--- src/design/bloom_filter_insert_query_core_assert.svh ---
// Assertion macros for the bloom filter core.
// Needs a clock named clock and a reset named reset in the including module.
`ifndef BLOOM_FILTER_INSERT_QUERY_CORE_ASSERT_SVH
`define BLOOM_FILTER_INSERT_QUERY_CORE_ASSERT_SVH

// same-cycle implication
`define BFIQ_ASSERT_NOW(lbl, ante, cons, msg) \
   lbl: assert property (@(posedge clock) disable iff (reset) (ante) |-> (cons)) \
      else $error(msg);

// next-cycle implication
`define BFIQ_ASSERT_NEXT(lbl, ante, cons, msg) \
   lbl: assert property (@(posedge clock) disable iff (reset) (ante) |=> (cons)) \
      else $error(msg);

`endif

--- src/design/bfiq_pkg.sv ---
// Shared types and constants of the bloom filter core.
// No dependencies.
package bfiq_pkg;

   localparam int KEY_BYTE_W   = 8;
   localparam int BIT_COUNT_W  = 13;
   localparam int HASH_COUNT_W = 3;
   localparam int CSR_INDEX_W  = 8;
   localparam int CSR_DATA_W   = 13;
   localparam int HASH_W       = 64;
   localparam int HALF_W       = 32;
   localparam int FOLD_SHIFT   = 32;
   localparam int DIV_CNT_W    = 6;

   localparam logic [HASH_W-1:0] GOLDEN = 64'h9e3779b97f4a7c15;
   localparam logic [HASH_W-1:0] MIXER  = 64'h517cc1b727220a95;

   localparam logic [BIT_COUNT_W-1:0]  BIT_COUNT_RESET  = 13'd4096;
   localparam logic [HASH_COUNT_W-1:0] HASH_COUNT_RESET = 3'd3;

   localparam logic [CSR_INDEX_W-1:0] CSR_BIT_COUNT  = 8'd0;
   localparam logic [CSR_INDEX_W-1:0] CSR_HASH_COUNT = 8'd1;

   typedef enum logic [3:0] {
      ST_CLEAR, ST_IDLE, ST_XOR, ST_MUL_LL, ST_MUL_HL, ST_MUL_LH, ST_FOLD,
      ST_END, ST_DIV, ST_BIT, ST_TEST, ST_DONE
   } state_type;

   typedef struct packed {
      logic load_item;
      logic hidx_clr;
      logic hidx_inc;
      logic x_load;
      logic p_load;
      logic hi_init;
      logic hi_acc;
      logic mul_xhi;
      logic mul_mhi;
      logic fold;
      logic div_start;
      logic div_step;
      logic clr_step;
      logic mem_clear;
      logic mem_set;
      logic present_clr;
      logic out_load;
      logic reseed;
   } cmd_type;

   typedef struct packed {
      logic last;
      logic kind;
      logic hash_last;
      logic end_done;
      logic div_last;
      logic clr_last;
      logic bit_set;
   } status_type;

endpackage

--- src/design/bfiq_ctrl.sv ---
// Controller state machine: sequences hashing, index reduction, filter access, response.
// Depends on bfiq_pkg and the assertion macro header.
`include "bloom_filter_insert_query_core_assert.svh"
module bfiq_ctrl import bfiq_pkg::*; (
   input  logic       clock,
   input  logic       reset,
   input  logic       req_valid,
   output logic       req_ready,
   input  logic       req_has_byte,
   input  logic       req_last,
   output logic       rsp_valid,
   input  logic       rsp_ready,
   input  status_type st,
   output cmd_type    cmd
);
   state_type state_ff, state_in;
   logic      rsp_valid_ff, rsp_valid_in;
   logic      out_free;

   assign out_free = !rsp_valid_ff || rsp_ready;

   always_ff @(posedge clock) begin
      if (reset) begin
         state_ff     <= ST_CLEAR;
         rsp_valid_ff <= 1'b0;
      end else begin
         state_ff     <= state_in;
         rsp_valid_ff <= rsp_valid_in;
      end
   end

   always_comb begin
      state_in     = state_ff;
      cmd          = '0;
      req_ready    = 1'b0;
      rsp_valid_in = rsp_valid_ff && !rsp_ready;
      case (state_ff)
         ST_CLEAR: begin
            cmd.mem_clear = 1'b1;
            cmd.clr_step  = 1'b1;
            if (st.clr_last) begin
               state_in = ST_IDLE;
            end
         end
         ST_IDLE: begin
            req_ready = 1'b1;
            if (req_valid) begin
               cmd.load_item = 1'b1;
               if (req_has_byte) begin
                  state_in = ST_XOR;
               end else if (req_last) begin
                  state_in = ST_END;
               end
            end
         end
         ST_XOR: begin
            cmd.x_load = 1'b1;
            state_in   = ST_MUL_LL;
         end
         ST_MUL_LL: begin
            cmd.p_load = 1'b1;
            state_in   = ST_MUL_HL;
         end
         ST_MUL_HL: begin
            cmd.mul_xhi = 1'b1;
            cmd.hi_init = 1'b1;
            state_in    = ST_MUL_LH;
         end
         ST_MUL_LH: begin
            cmd.mul_mhi = 1'b1;
            cmd.hi_acc  = 1'b1;
            state_in    = ST_FOLD;
         end
         ST_FOLD: begin
            cmd.fold = 1'b1;
            if (st.hash_last) begin
               cmd.hidx_clr = 1'b1;
               state_in     = st.last ? ST_END : ST_IDLE;
            end else begin
               cmd.hidx_inc = 1'b1;
               state_in     = ST_XOR;
            end
         end
         ST_END: begin
            if (st.end_done) begin
               state_in = ST_DONE;
            end else begin
               cmd.div_start = 1'b1;
               state_in      = ST_DIV;
            end
         end
         ST_DIV: begin
            cmd.div_step = 1'b1;
            if (st.div_last) begin
               state_in = ST_BIT;
            end
         end
         ST_BIT: begin
            if (st.kind) begin
               state_in     = ST_TEST;
            end else begin
               cmd.mem_set  = 1'b1;
               cmd.hidx_inc = 1'b1;
               state_in     = ST_END;
            end
         end
         ST_TEST: begin
            if (!st.bit_set) begin
               cmd.present_clr = 1'b1;
               state_in        = ST_DONE;
            end else begin
               cmd.hidx_inc = 1'b1;
               state_in     = ST_END;
            end
         end
         ST_DONE: begin
            if (out_free) begin
               cmd.out_load = 1'b1;
               cmd.reseed   = 1'b1;
               cmd.hidx_clr = 1'b1;
               rsp_valid_in = 1'b1;
               state_in     = ST_IDLE;
            end
         end
         default: begin
            state_in = ST_IDLE;
         end
      endcase
   end

   assign rsp_valid = rsp_valid_ff;

   `BFIQ_ASSERT_NEXT(a_div_to_bit, state_ff == ST_DIV && st.div_last, state_ff == ST_BIT, "remainder did not hand over to bit access")
   `BFIQ_ASSERT_NEXT(a_done_shows, state_ff == ST_DONE && out_free, rsp_valid_ff, "finished key produced no response word")
   `BFIQ_ASSERT_NOW(a_clear_blocks, state_ff == ST_CLEAR, !req_ready && !rsp_valid_ff, "request taken during clearing pass")
   `BFIQ_ASSERT_NEXT(a_fold_loop, state_ff == ST_FOLD && !st.hash_last, state_ff == ST_XOR, "hash loop left early")
endmodule

--- config.mk ---
export PLATFORM = sky130hd
export DESIGN_NAME = bfiq_ctrl
export DESIGN_NICKNAME = d
export VERILOG_FILES = /design/src/design/bfiq_pkg.sv /design/src/design/bfiq_ctrl.sv
export VERILOG_INCLUDE_DIRS = /design/src /design/src/design
export SDC_FILE = /design/constraint.sdc
export NUM_CORES = 1
export LEC_CHECK = 0
export BUFFER_PORTS_ARGS = -buffer_cell sky130_fd_sc_hd__buf_2
export CORE_MARGIN = 3
export CORE_UTILIZATION = 43
export CTS_CLUSTER_DIAMETER = 60
export DETAILED_ROUTE_END_ITERATION = 16
export GPL_TIMING_DRIVEN = 0
export HOLD_SLACK_MARGIN = 0.12
export PLACE_DENSITY_LB_ADDON = 0.12
export SLEW_MARGIN = 5
export SYNTH_ARGS = -nofsm -noshare
export SYNTH_HDL_FRONTEND = slang
export SYNTH_SLANG_ARGS = --single-unit
--- constraint.sdc ---
create_clock -name clock -period 1.61 [get_ports clock]
set_input_delay 0.0805 -clock clock [delete_from_list [all_inputs] [get_ports clock]]
set_output_delay 0.0805 -clock clock [all_outputs]
set_load 0.03 [all_outputs]
==> results_dict.tcl, run 1 <==
set metrics [dict create \
    drive_gt1_share_pct 51.3 \
    cts_root_buf "clkbuf_4" \
    finalCritPeriodShare_pct 95.2 \
    p_total_mw 1.42 \
    ant_nets 0 \
    vdd_drop_max_mv 1.02 \
    track_usage_pct 18.3 \
    syn2layout_area_growth_pct 46.5 \
    synth_edf_count 0 \
    antenna_found_initial 0 \
    die_h_um 43.4 \
    gp_congestion 0.822 \
    syn_nets 95 \
    setup_viol 0 \
    arrival_ps 1450 \
    cts_setup_buffers 0 \
    synth_area_um2 601 \
    dp_hpwl_um 1360 \
    power_switching_share_pct 51.7 \
    place_area_um2 802 \
    criticalPathCategory "register to primary output" \
    skew_ps 6.67 \
    async_reset_ff_share_pct 0 \
    synth_area_leaders "dfxtp_1 17%, buf_4 6.3%, a21oi_1 5.0%" \
    grt_overflow 0 \
    clkTransAtPathRegs_ps 50 \
    final_util_pct 73.2 \
    leakagePower_nw 0.422 \
    maxCapViolations 0 \
    rsz0062_at_grt "yes" \
    yosys_warnings 0 \
    via_per_inst 5.53 \
    p_int_mw 0.685 \
    cts_tree "done" \
    cp-end-kind "primary output" \
    pin_count 33 \
    seqPwrFrac_pct 14.4 \
    die_w_um 43.4 \
    relSlewSlack_pct 72.6 \
    port_buffers 32 \
    hold_slack_ps 227 \
    layout_min_cycle_time_ps 1530 \
    synth.largest_area_cell "dfxtp_1" \
    ys_ff_latch 5 \
    clkPwrFrac_pct 10.3 \
    first_iter_violations 11 \
    start_kind "register" \
    htreeDepth 1 \
    vias 736 \
    core-area_um2 1200 \
    tightestPinTransition_ps 405 \
    required_ps 1530 \
    fin_nets 133 \
    first_pass_iters 5 \
    drt-total-wl_um 1700 \
    wl_per_cell_um 12.8 \
    drc 0 \
    numCtsBuffers 3 \
    synth_cell_types 37 \
    synth_top_area_share_pct 16.7 \
    clk_latency_ps 240 \
    initial_core_util_pct 50.0 \
    row_count 12 \
    antennaDiodeCount 0 \
    crit_fanout 10 \
    netlist_instances 82 \
    grt_max_degree 11 \
    fmax_mhz 653 \
    synth_flop_cell "dfxtp_1" \
    cts_max_path_buffers 2 \
    status "finished clean" \
    synth_common_cells "7 x nand2_1, 6 x a21oi_1, 6 x nor2_1, 5 x buf_4, 5 x dfxtp_1" \
    syn_avg_cell_area_um2 7.32 \
    combinationalPowerShare_pct 75.3 \
    grt_pass1_vias 614 \
    maxSlewViolCount 0 \
    seq_area_frac_synth_pct 16.7 \
    final_hold_viol_count 0 \
    stdcell_area_um2 880 \
    p_switching_mw 0.732 \
    hold_class "primary input to register" \
    synth_most_common_cell "nand2_1" \
    tns_ps 0 \
    cts.sinks 5 \
    p_per_area_nw_per_um2 1610 \
    die-area_um2 1880 \
    grt_first_pass_wirelength_um 2730 \
]
-- layout make-up --
class	count	area (um2)
Buffer	10	86.3
Clock buffer	4	26.3
Fill cell	106	322
Inverter	5	18.8
Multi-Input combinational cell	62	450
Sequential cell	5	103
Tap cell	14	17.5
Timing Repair Buffer	33	178
-- metrics by stage --
step	instances	worst slack (ps)
after floorplan	82	-74.5
after global placement	128	109
after detailed placement	128	103
after CTS	133	1.59
after global routing	133	-5.18
final	133	77.7
-- registers in the layout, summed over array words and instances, names as in the netlist --
| name | count |
|---|---|
| state_ff | 4 |
| rsp_valid | 1 |
-- per-layer routing --
metal / share of wire, % / GRT usage (%)
met3: 7.0 / 3.73
met5: 0 / 0
met4: 0 / 1.81
met2: 47 / 28.3
met1: 46 / 27.0
-- final timing paths --
check             slack [ps]                      from  depth (start not counted)                        to
setup / recovery          80  state_ff[3]$_SDFFE_PP0P_                          6                    cmd[7]
hold / removal           230                 rsp_ready                          3      rsp_valid$_SDFF_PP0_
setup reg to reg         110  state_ff[1]$_SDFFE_PP0P_                          5  state_ff[0]$_SDFFE_PP0P_
hold reg to reg          580      rsp_valid$_SDFF_PP0_                          2      rsp_valid$_SDFF_PP0_
-- cell families (layout without fill, tap and decap cells) --
logic type / Yosys count / in the layout / synth area share (%)
flip-flops: 5 / 5 / 16.7
multiplexers: 1 / 1 / 2.50
AND/OR/NAND/NOR: 39 / 39 / 39.2
buffers and inverters: 15 / 52 / 15.6
AO/OA/AOI/OAI: 22 / 22 / 26.0
-- repair_timing --
item | CTS | global route
hold endpoints to repair | 4 | 0
setup endpoints to repair | 1 | 6
pin swaps | 0 | 2
hold buffers | 1 | 0
resized for setup | 3 | 14
-- placed cells by master (no fill, tap or decap), drive strengths merged --
cell and n:
buf 40, nand2 7, a21oi 6, clkbuf 6
nor2 6, inv 5, dfxtp 5, nor2b 4
nor3 4, o21ai 4, nor4 3, nand3 3
or2 2, nand4b 2, nand2b 2, nor4b 1
nand4bb 1, and3b 1, nor3b 1, and2 1
mux2 1, or3 1, a2bb2oi 1, o32a 1
a311oi 1, a21o 1, o22ai 1, a221oi 1
o41ai 1, a22oi 1, o21bai 1, o311a 1
a31oi 1, o211a 1, dlygate4sd3 1
-- critical path, cell delays in order (launching register included) --
cell and delay (ps):
dfxtp_1 300, buf_6 130, clkbuf_4 190, inv_1 120, nand2_1 110, nor3_1 130
buf_2 220
-- power by group through the flow --
stage / registers (mW) / clock network, mW / logic, mW
after detailed placement: 0.196 / 0 / 1.01
after CTS: 0.196 / 0.153 / 1.02
after floorplan: 0.186 / 0 / 0.793
final: 0.204 / 0.146 / 1.07
after global placement: 0.194 / 0 / 0.994
after global routing: 0.208 / 0.159 / 1.14
Power figures use the tool's default switching activity.
==> inputs of run 2 (changes only) <==
--- a/config.mk
+++ b/config.mk
@@ -10,10 +10,11 @@
 export CORE_MARGIN = 3
 export CORE_UTILIZATION = 43
 export CTS_CLUSTER_DIAMETER = 60
+export CTS_CLUSTER_SIZE = 40
 export DETAILED_ROUTE_END_ITERATION = 16
 export GPL_TIMING_DRIVEN = 0
 export HOLD_SLACK_MARGIN = 0.12
-export PLACE_DENSITY_LB_ADDON = 0.12
+export PLACE_DENSITY = 0.79
 export SLEW_MARGIN = 5
 export SYNTH_ARGS = -nofsm -noshare
 export SYNTH_HDL_FRONTEND = slang
==> results_dict.tcl, run 2 (synthesized netlist as in run 1, its figures left out) <==
set metrics [dict create \
    final_hold_viol_count 0 \
    regToRegStartpoint "state_ff[1]$_SDFFE_PP0P_" \
    via_per_inst 5.51 \
    cts_max_path_buffers 2 \
    multi_input_area_um2 439 \
    combinationalPowerShare_pct 74.9 \
    grt_max_degree 11 \
    fmax_mhz 642 \
    vias 739 \
    critPathMaxStageDelay_ps 320 \
    hold_class "primary input to register" \
    regArea_um2 103 \
    worstHoldStart "rsp_ready" \
    status "finished clean" \
    finalCritPeriodShare_pct 96.8 \
    maxSlewViolCount 0 \
    tightestPinTransition_ps 342 \
    drc 0 \
    clk_latency_ps 240 \
    maxCapViolations 0 \
    first_pass_iters 4 \
    fill_cells 101 \
    final_common_cell "buf_2" \
    drt-total-wl_um 1760 \
    grt_pass1_vias 587 \
    cts_root_buf "clkbuf_4" \
    syn2layout_area_growth_pct 45.0 \
    final_cell_mix "30 x buf_2, 11 x buf_4, 7 x nand2_1" \
    start_kind "register" \
    clkPwrFrac_pct 10.6 \
    required_ps 1530 \
    slowest_stage "dfxtp_1" \
    drive_gt1_share_pct 51.7 \
    relSlewSlack_pct 76.9 \
    antennaDiodeCount 0 \
    hold_slack_ps 222 \
    ant_nets 0 \
    die-area_um2 1880 \
    setup_viol 0 \
    seqPwrFrac_pct 14.4 \
    p_per_area_nw_per_um2 1590 \
    row_count 12 \
    antenna_found_initial 0 \
    cts_tree "done" \
    die_w_um 43.4 \
    track_usage_pct 17.0 \
    numCtsBuffers 3 \
    leakagePower_nw 0.425 \
    final_util_pct 72.5 \
    first_iter_violations 14 \
    grt_first_pass_wirelength_um 2530 \
    skew_ps 1.03 \
    vdd_drop_max_mv 1.13 \
    die_h_um 43.4 \
    crit_fanout 10 \
    power_switching_share_pct 52.4 \
    clkTransAtPathRegs_ps 50 \
    layout_min_cycle_time_ps 1560 \
    startpoint "state_ff[3]$_SDFFE_PP0P_" \
    rsz0062_at_grt "yes" \
    initial_core_util_pct 50.0 \
    p_int_mw 0.661 \
    largest_reg_flops 4 \
    htreeDepth 1 \
    dp_hpwl_um 1330 \
    cts.sinks 5 \
    pin_count 33 \
    core-area_um2 1200 \
    regMostFlops "state_ff" \
    wl_per_cell_um 13.2 \
    criticalPathCategory "register to primary output" \
    critPathMostFrequentCell "buf_4" \
    cp-end-kind "primary output" \
    gp_congestion 0.819 \
    path_cells "buf_6 > buf_4 > inv_1 > nor4_2 > buf_4" \
    grt_overflow 0 \
    port_buffers 32 \
    p_switching_mw 0.727 \
    arrival_ps 1480 \
    fin_nets 134 \
]
run 2: changes by cell type in the layout (fill, tap and decap cells not counted), sizes merged:
cell	before	now
clkinv	0	1
buf	40	43
clkbuf	6	3
run 2: power groups by stage:
stage	Clock [mW]	Combinational [mW]	Sequential, mW
floorplan	0	0.793	0.186
global placement	0	0.992	0.195
detailed placement	0	1.00	0.197
CTS	0.151	1.02	0.195
global route	0.162	1.11	0.203
finish	0.148	1.04	0.200
run 2: repair_timing:
action	4_1_cts	5_1_grt
endpoints found under the hold margin	4	0
pin swaps	0	1
endpoints found under the setup margin	2	10
hold buffers	1	0
setup buffers	0	1
resized for setup	2	11
run 2: per-layer routing:
layer / global-route usage (%) / vias up / wire [um]
li1: - / 373 / -
met4: 3.61 / 0 / 0
met5: 0 / - / 0
met2: 28.9 / 26 / 891
met3: 2.90 / 0 / 96
met1: 22.4 / 340 / 776
run 2: path summary, 6_finish.rpt:
check	depth (start not counted)	slack, ps	endpoint
worst max-delay path	5	50	cmd[2]
worst min-delay path	3	220	rsp_valid$_SDFF_PP0_
worst max register to register	5	110	state_ff[0]$_SDFFE_PP0P_
worst min register to register	2	590	rsp_valid$_SDFF_PP0_
run 2: final cells by class:
class	instances	area share, %
flip-flops and latches	5	11.8
clock inverters	1	0.575
clock buffers	3	2.59
repair buffers	34	21.3
multi-input cells	62	50.4
well taps	14	2.01
plain buffers	10	9.20
inverters	5	2.16
run 2: stage by stage:
step | cells | cell area (um2) | total power [mW] | setup TNS, ps | worst slack [ps]
3_3_place_gp | 128 | 802 | 1.19 | 0 | 115
4_1_cts | 133 | 842 | 1.36 | 0 | 3.19
6_report | 134 | 871 | 1.39 | 0 | 52.3
3_5_place_dp | 128 | 802 | 1.20 | 0 | 94.7
2_1_floorplan | 82 | 624 | 0.979 | -319 | -74.5
5_1_grt | 134 | 871 | 1.48 | -136 | -55.2
run 2: worst max-delay path, delay by kind of cell, from the launching register on:
family / cells / cell delay [ps]
buffers and inverters: 4 / 630
DFF: 1 / 320
and+or+nand+nor: 1 / 280
==> inputs of run 3 (changes only) <==
--- a/config.mk
+++ b/config.mk
@@ -14,7 +14,7 @@
 export DETAILED_ROUTE_END_ITERATION = 16
 export GPL_TIMING_DRIVEN = 0
 export HOLD_SLACK_MARGIN = 0.12
-export PLACE_DENSITY = 0.79
+export PLACE_DENSITY_LB_ADDON = 0.3
 export SLEW_MARGIN = 5
 export SYNTH_ARGS = -nofsm -noshare
 export SYNTH_HDL_FRONTEND = slang
==> results_dict.tcl, run 3 (synthesized netlist as in run 1, its figures left out) <==
set metrics [dict create \
    cts_root_buf "clkbuf_4" \
    leakagePower_nw 0.420 \
    ant_nets 0 \
    via_per_inst 5.71 \
    drc 0 \
    first_iter_violations 23 \
    gp_congestion 0.830 \
    drt-total-wl_um 1780 \
    setup_viol 0 \
    port_buffers 32 \
    startpoint "state_ff[1]$_SDFFE_PP0P_" \
    grt_pass1_vias 654 \
    drive_gt1_share_pct 50.0 \
    maxSlewViolCount 0 \
    pin_count 33 \
    wl_per_cell_um 13.3 \
    criticalPathCategory "register to primary output" \
    syn2layout_area_growth_pct 46.2 \
    finalCritPeriodShare_pct 95.0 \
    die_w_um 43.4 \
    cts.sinks 5 \
    status "finished clean" \
    cp-end-kind "primary output" \
    p_per_area_nw_per_um2 1590 \
    tns_ps 0 \
    cts_max_path_buffers 2 \
    vias 765 \
    largest_reg_flops 4 \
    first_pass_iters 4 \
    hold_class "primary input to register" \
    antennaDiodeCount 0 \
    skew_ps 3.58 \
    row_count 12 \
    track_usage_pct 18.3 \
    cts_tree "done" \
    htreeDepth 1 \
    final_common_cell "buf_2" \
    final_cell_mix "28 x buf_2, 12 x buf_4, 7 x nand2_1" \
    grt_overflow 0 \
    die_h_um 43.4 \
    core-area_um2 1200 \
    dp_hpwl_um 1330 \
    start_kind "register" \
    grt_first_pass_wirelength_um 2700 \
    arrival_ps 1450 \
    p_total_mw 1.39 \
    fin_nets 134 \
    final_hold_viol_count 0 \
    required_ps 1530 \
    tightestPinTransition_ps 348 \
    clk_latency_ps 240 \
    numCtsBuffers 3 \
    vdd_drop_max_mv 1.02 \
    regMostFlops "state_ff" \
    grt_max_degree 11 \
    layout_min_cycle_time_ps 1530 \
    relSlewSlack_pct 76.5 \
    antenna_found_initial 0 \
    die-area_um2 1880 \
    fmax_mhz 654 \
    worstHoldStart "rsp_ready" \
    initial_core_util_pct 50.0 \
    regToRegStartpoint "state_ff[1]$_SDFFE_PP0P_" \
    maxCapViolations 0 \
    final_util_pct 73.1 \
    crit_fanout 8 \
    clkTransAtPathRegs_ps 40 \
]
run 3: through the flow:
step / hold WS [ps] / setup slack [ps] / std cells / area, um2
after floorplan: 150 / -74.5 / 82 / 624
after global placement: 300 / 116 / 128 / 802
after detailed placement: 309 / 112 / 128 / 802
after CTS: 256 / 4.27 / 133 / 841
after global routing: 307 / -24.9 / 134 / 878
final: 251 / 80.5 / 134 / 878
run 3: final timing paths:
path                                    to  slack [ps]  depth (start not counted)
setup / recovery                    cmd[1]          80                          5
hold / removal        rsp_valid$_SDFF_PP0_         250                          3
setup reg to reg  state_ff[0]$_SDFFE_PP0P_         110                          5
hold reg to reg       rsp_valid$_SDFF_PP0_         600                          2
run 3: metal layers:
layer  track usage (%)  up-vias  share of wire (%)
met3              3.73        2                6.5
met1              22.7      358                 41
met4              3.61        0               0.67
met2              32.4       31                 52
li1                  -      374                  -
met5                 0        -                  0
run 3: final cells by class:
class	instances	area [um2]
Sequential cell	5	103
Fill cell	102	323
Clock buffer	4	26.3
Inverter	5	18.8
Multi-Input combinational cell	62	443
Tap cell	14	17.5
Timing Repair Buffer	34	188
Buffer	10	82.6
run 3: critical path: stages, from the launching register on:
cell,delay (ps)
dfxtp_1,300
buf_4,150
nand4b_1,260
nor2_1,210
buf_4,120
clkbuf_4,170
run 3: timing repair:
action,4_1_cts,5_1_grt
hold buffers,1,0
setup buffers,0,1
pin swaps,0,2
hold endpoints to repair,4,0
gates resized for setup,2,12
endpoints found under the setup margin,2,11
run 3: report_power, final:
group,switching (mW),internal [mW]
Clock,0.0478,0.0934
Combinational,0.639,0.414
Sequential,0.0365,0.162
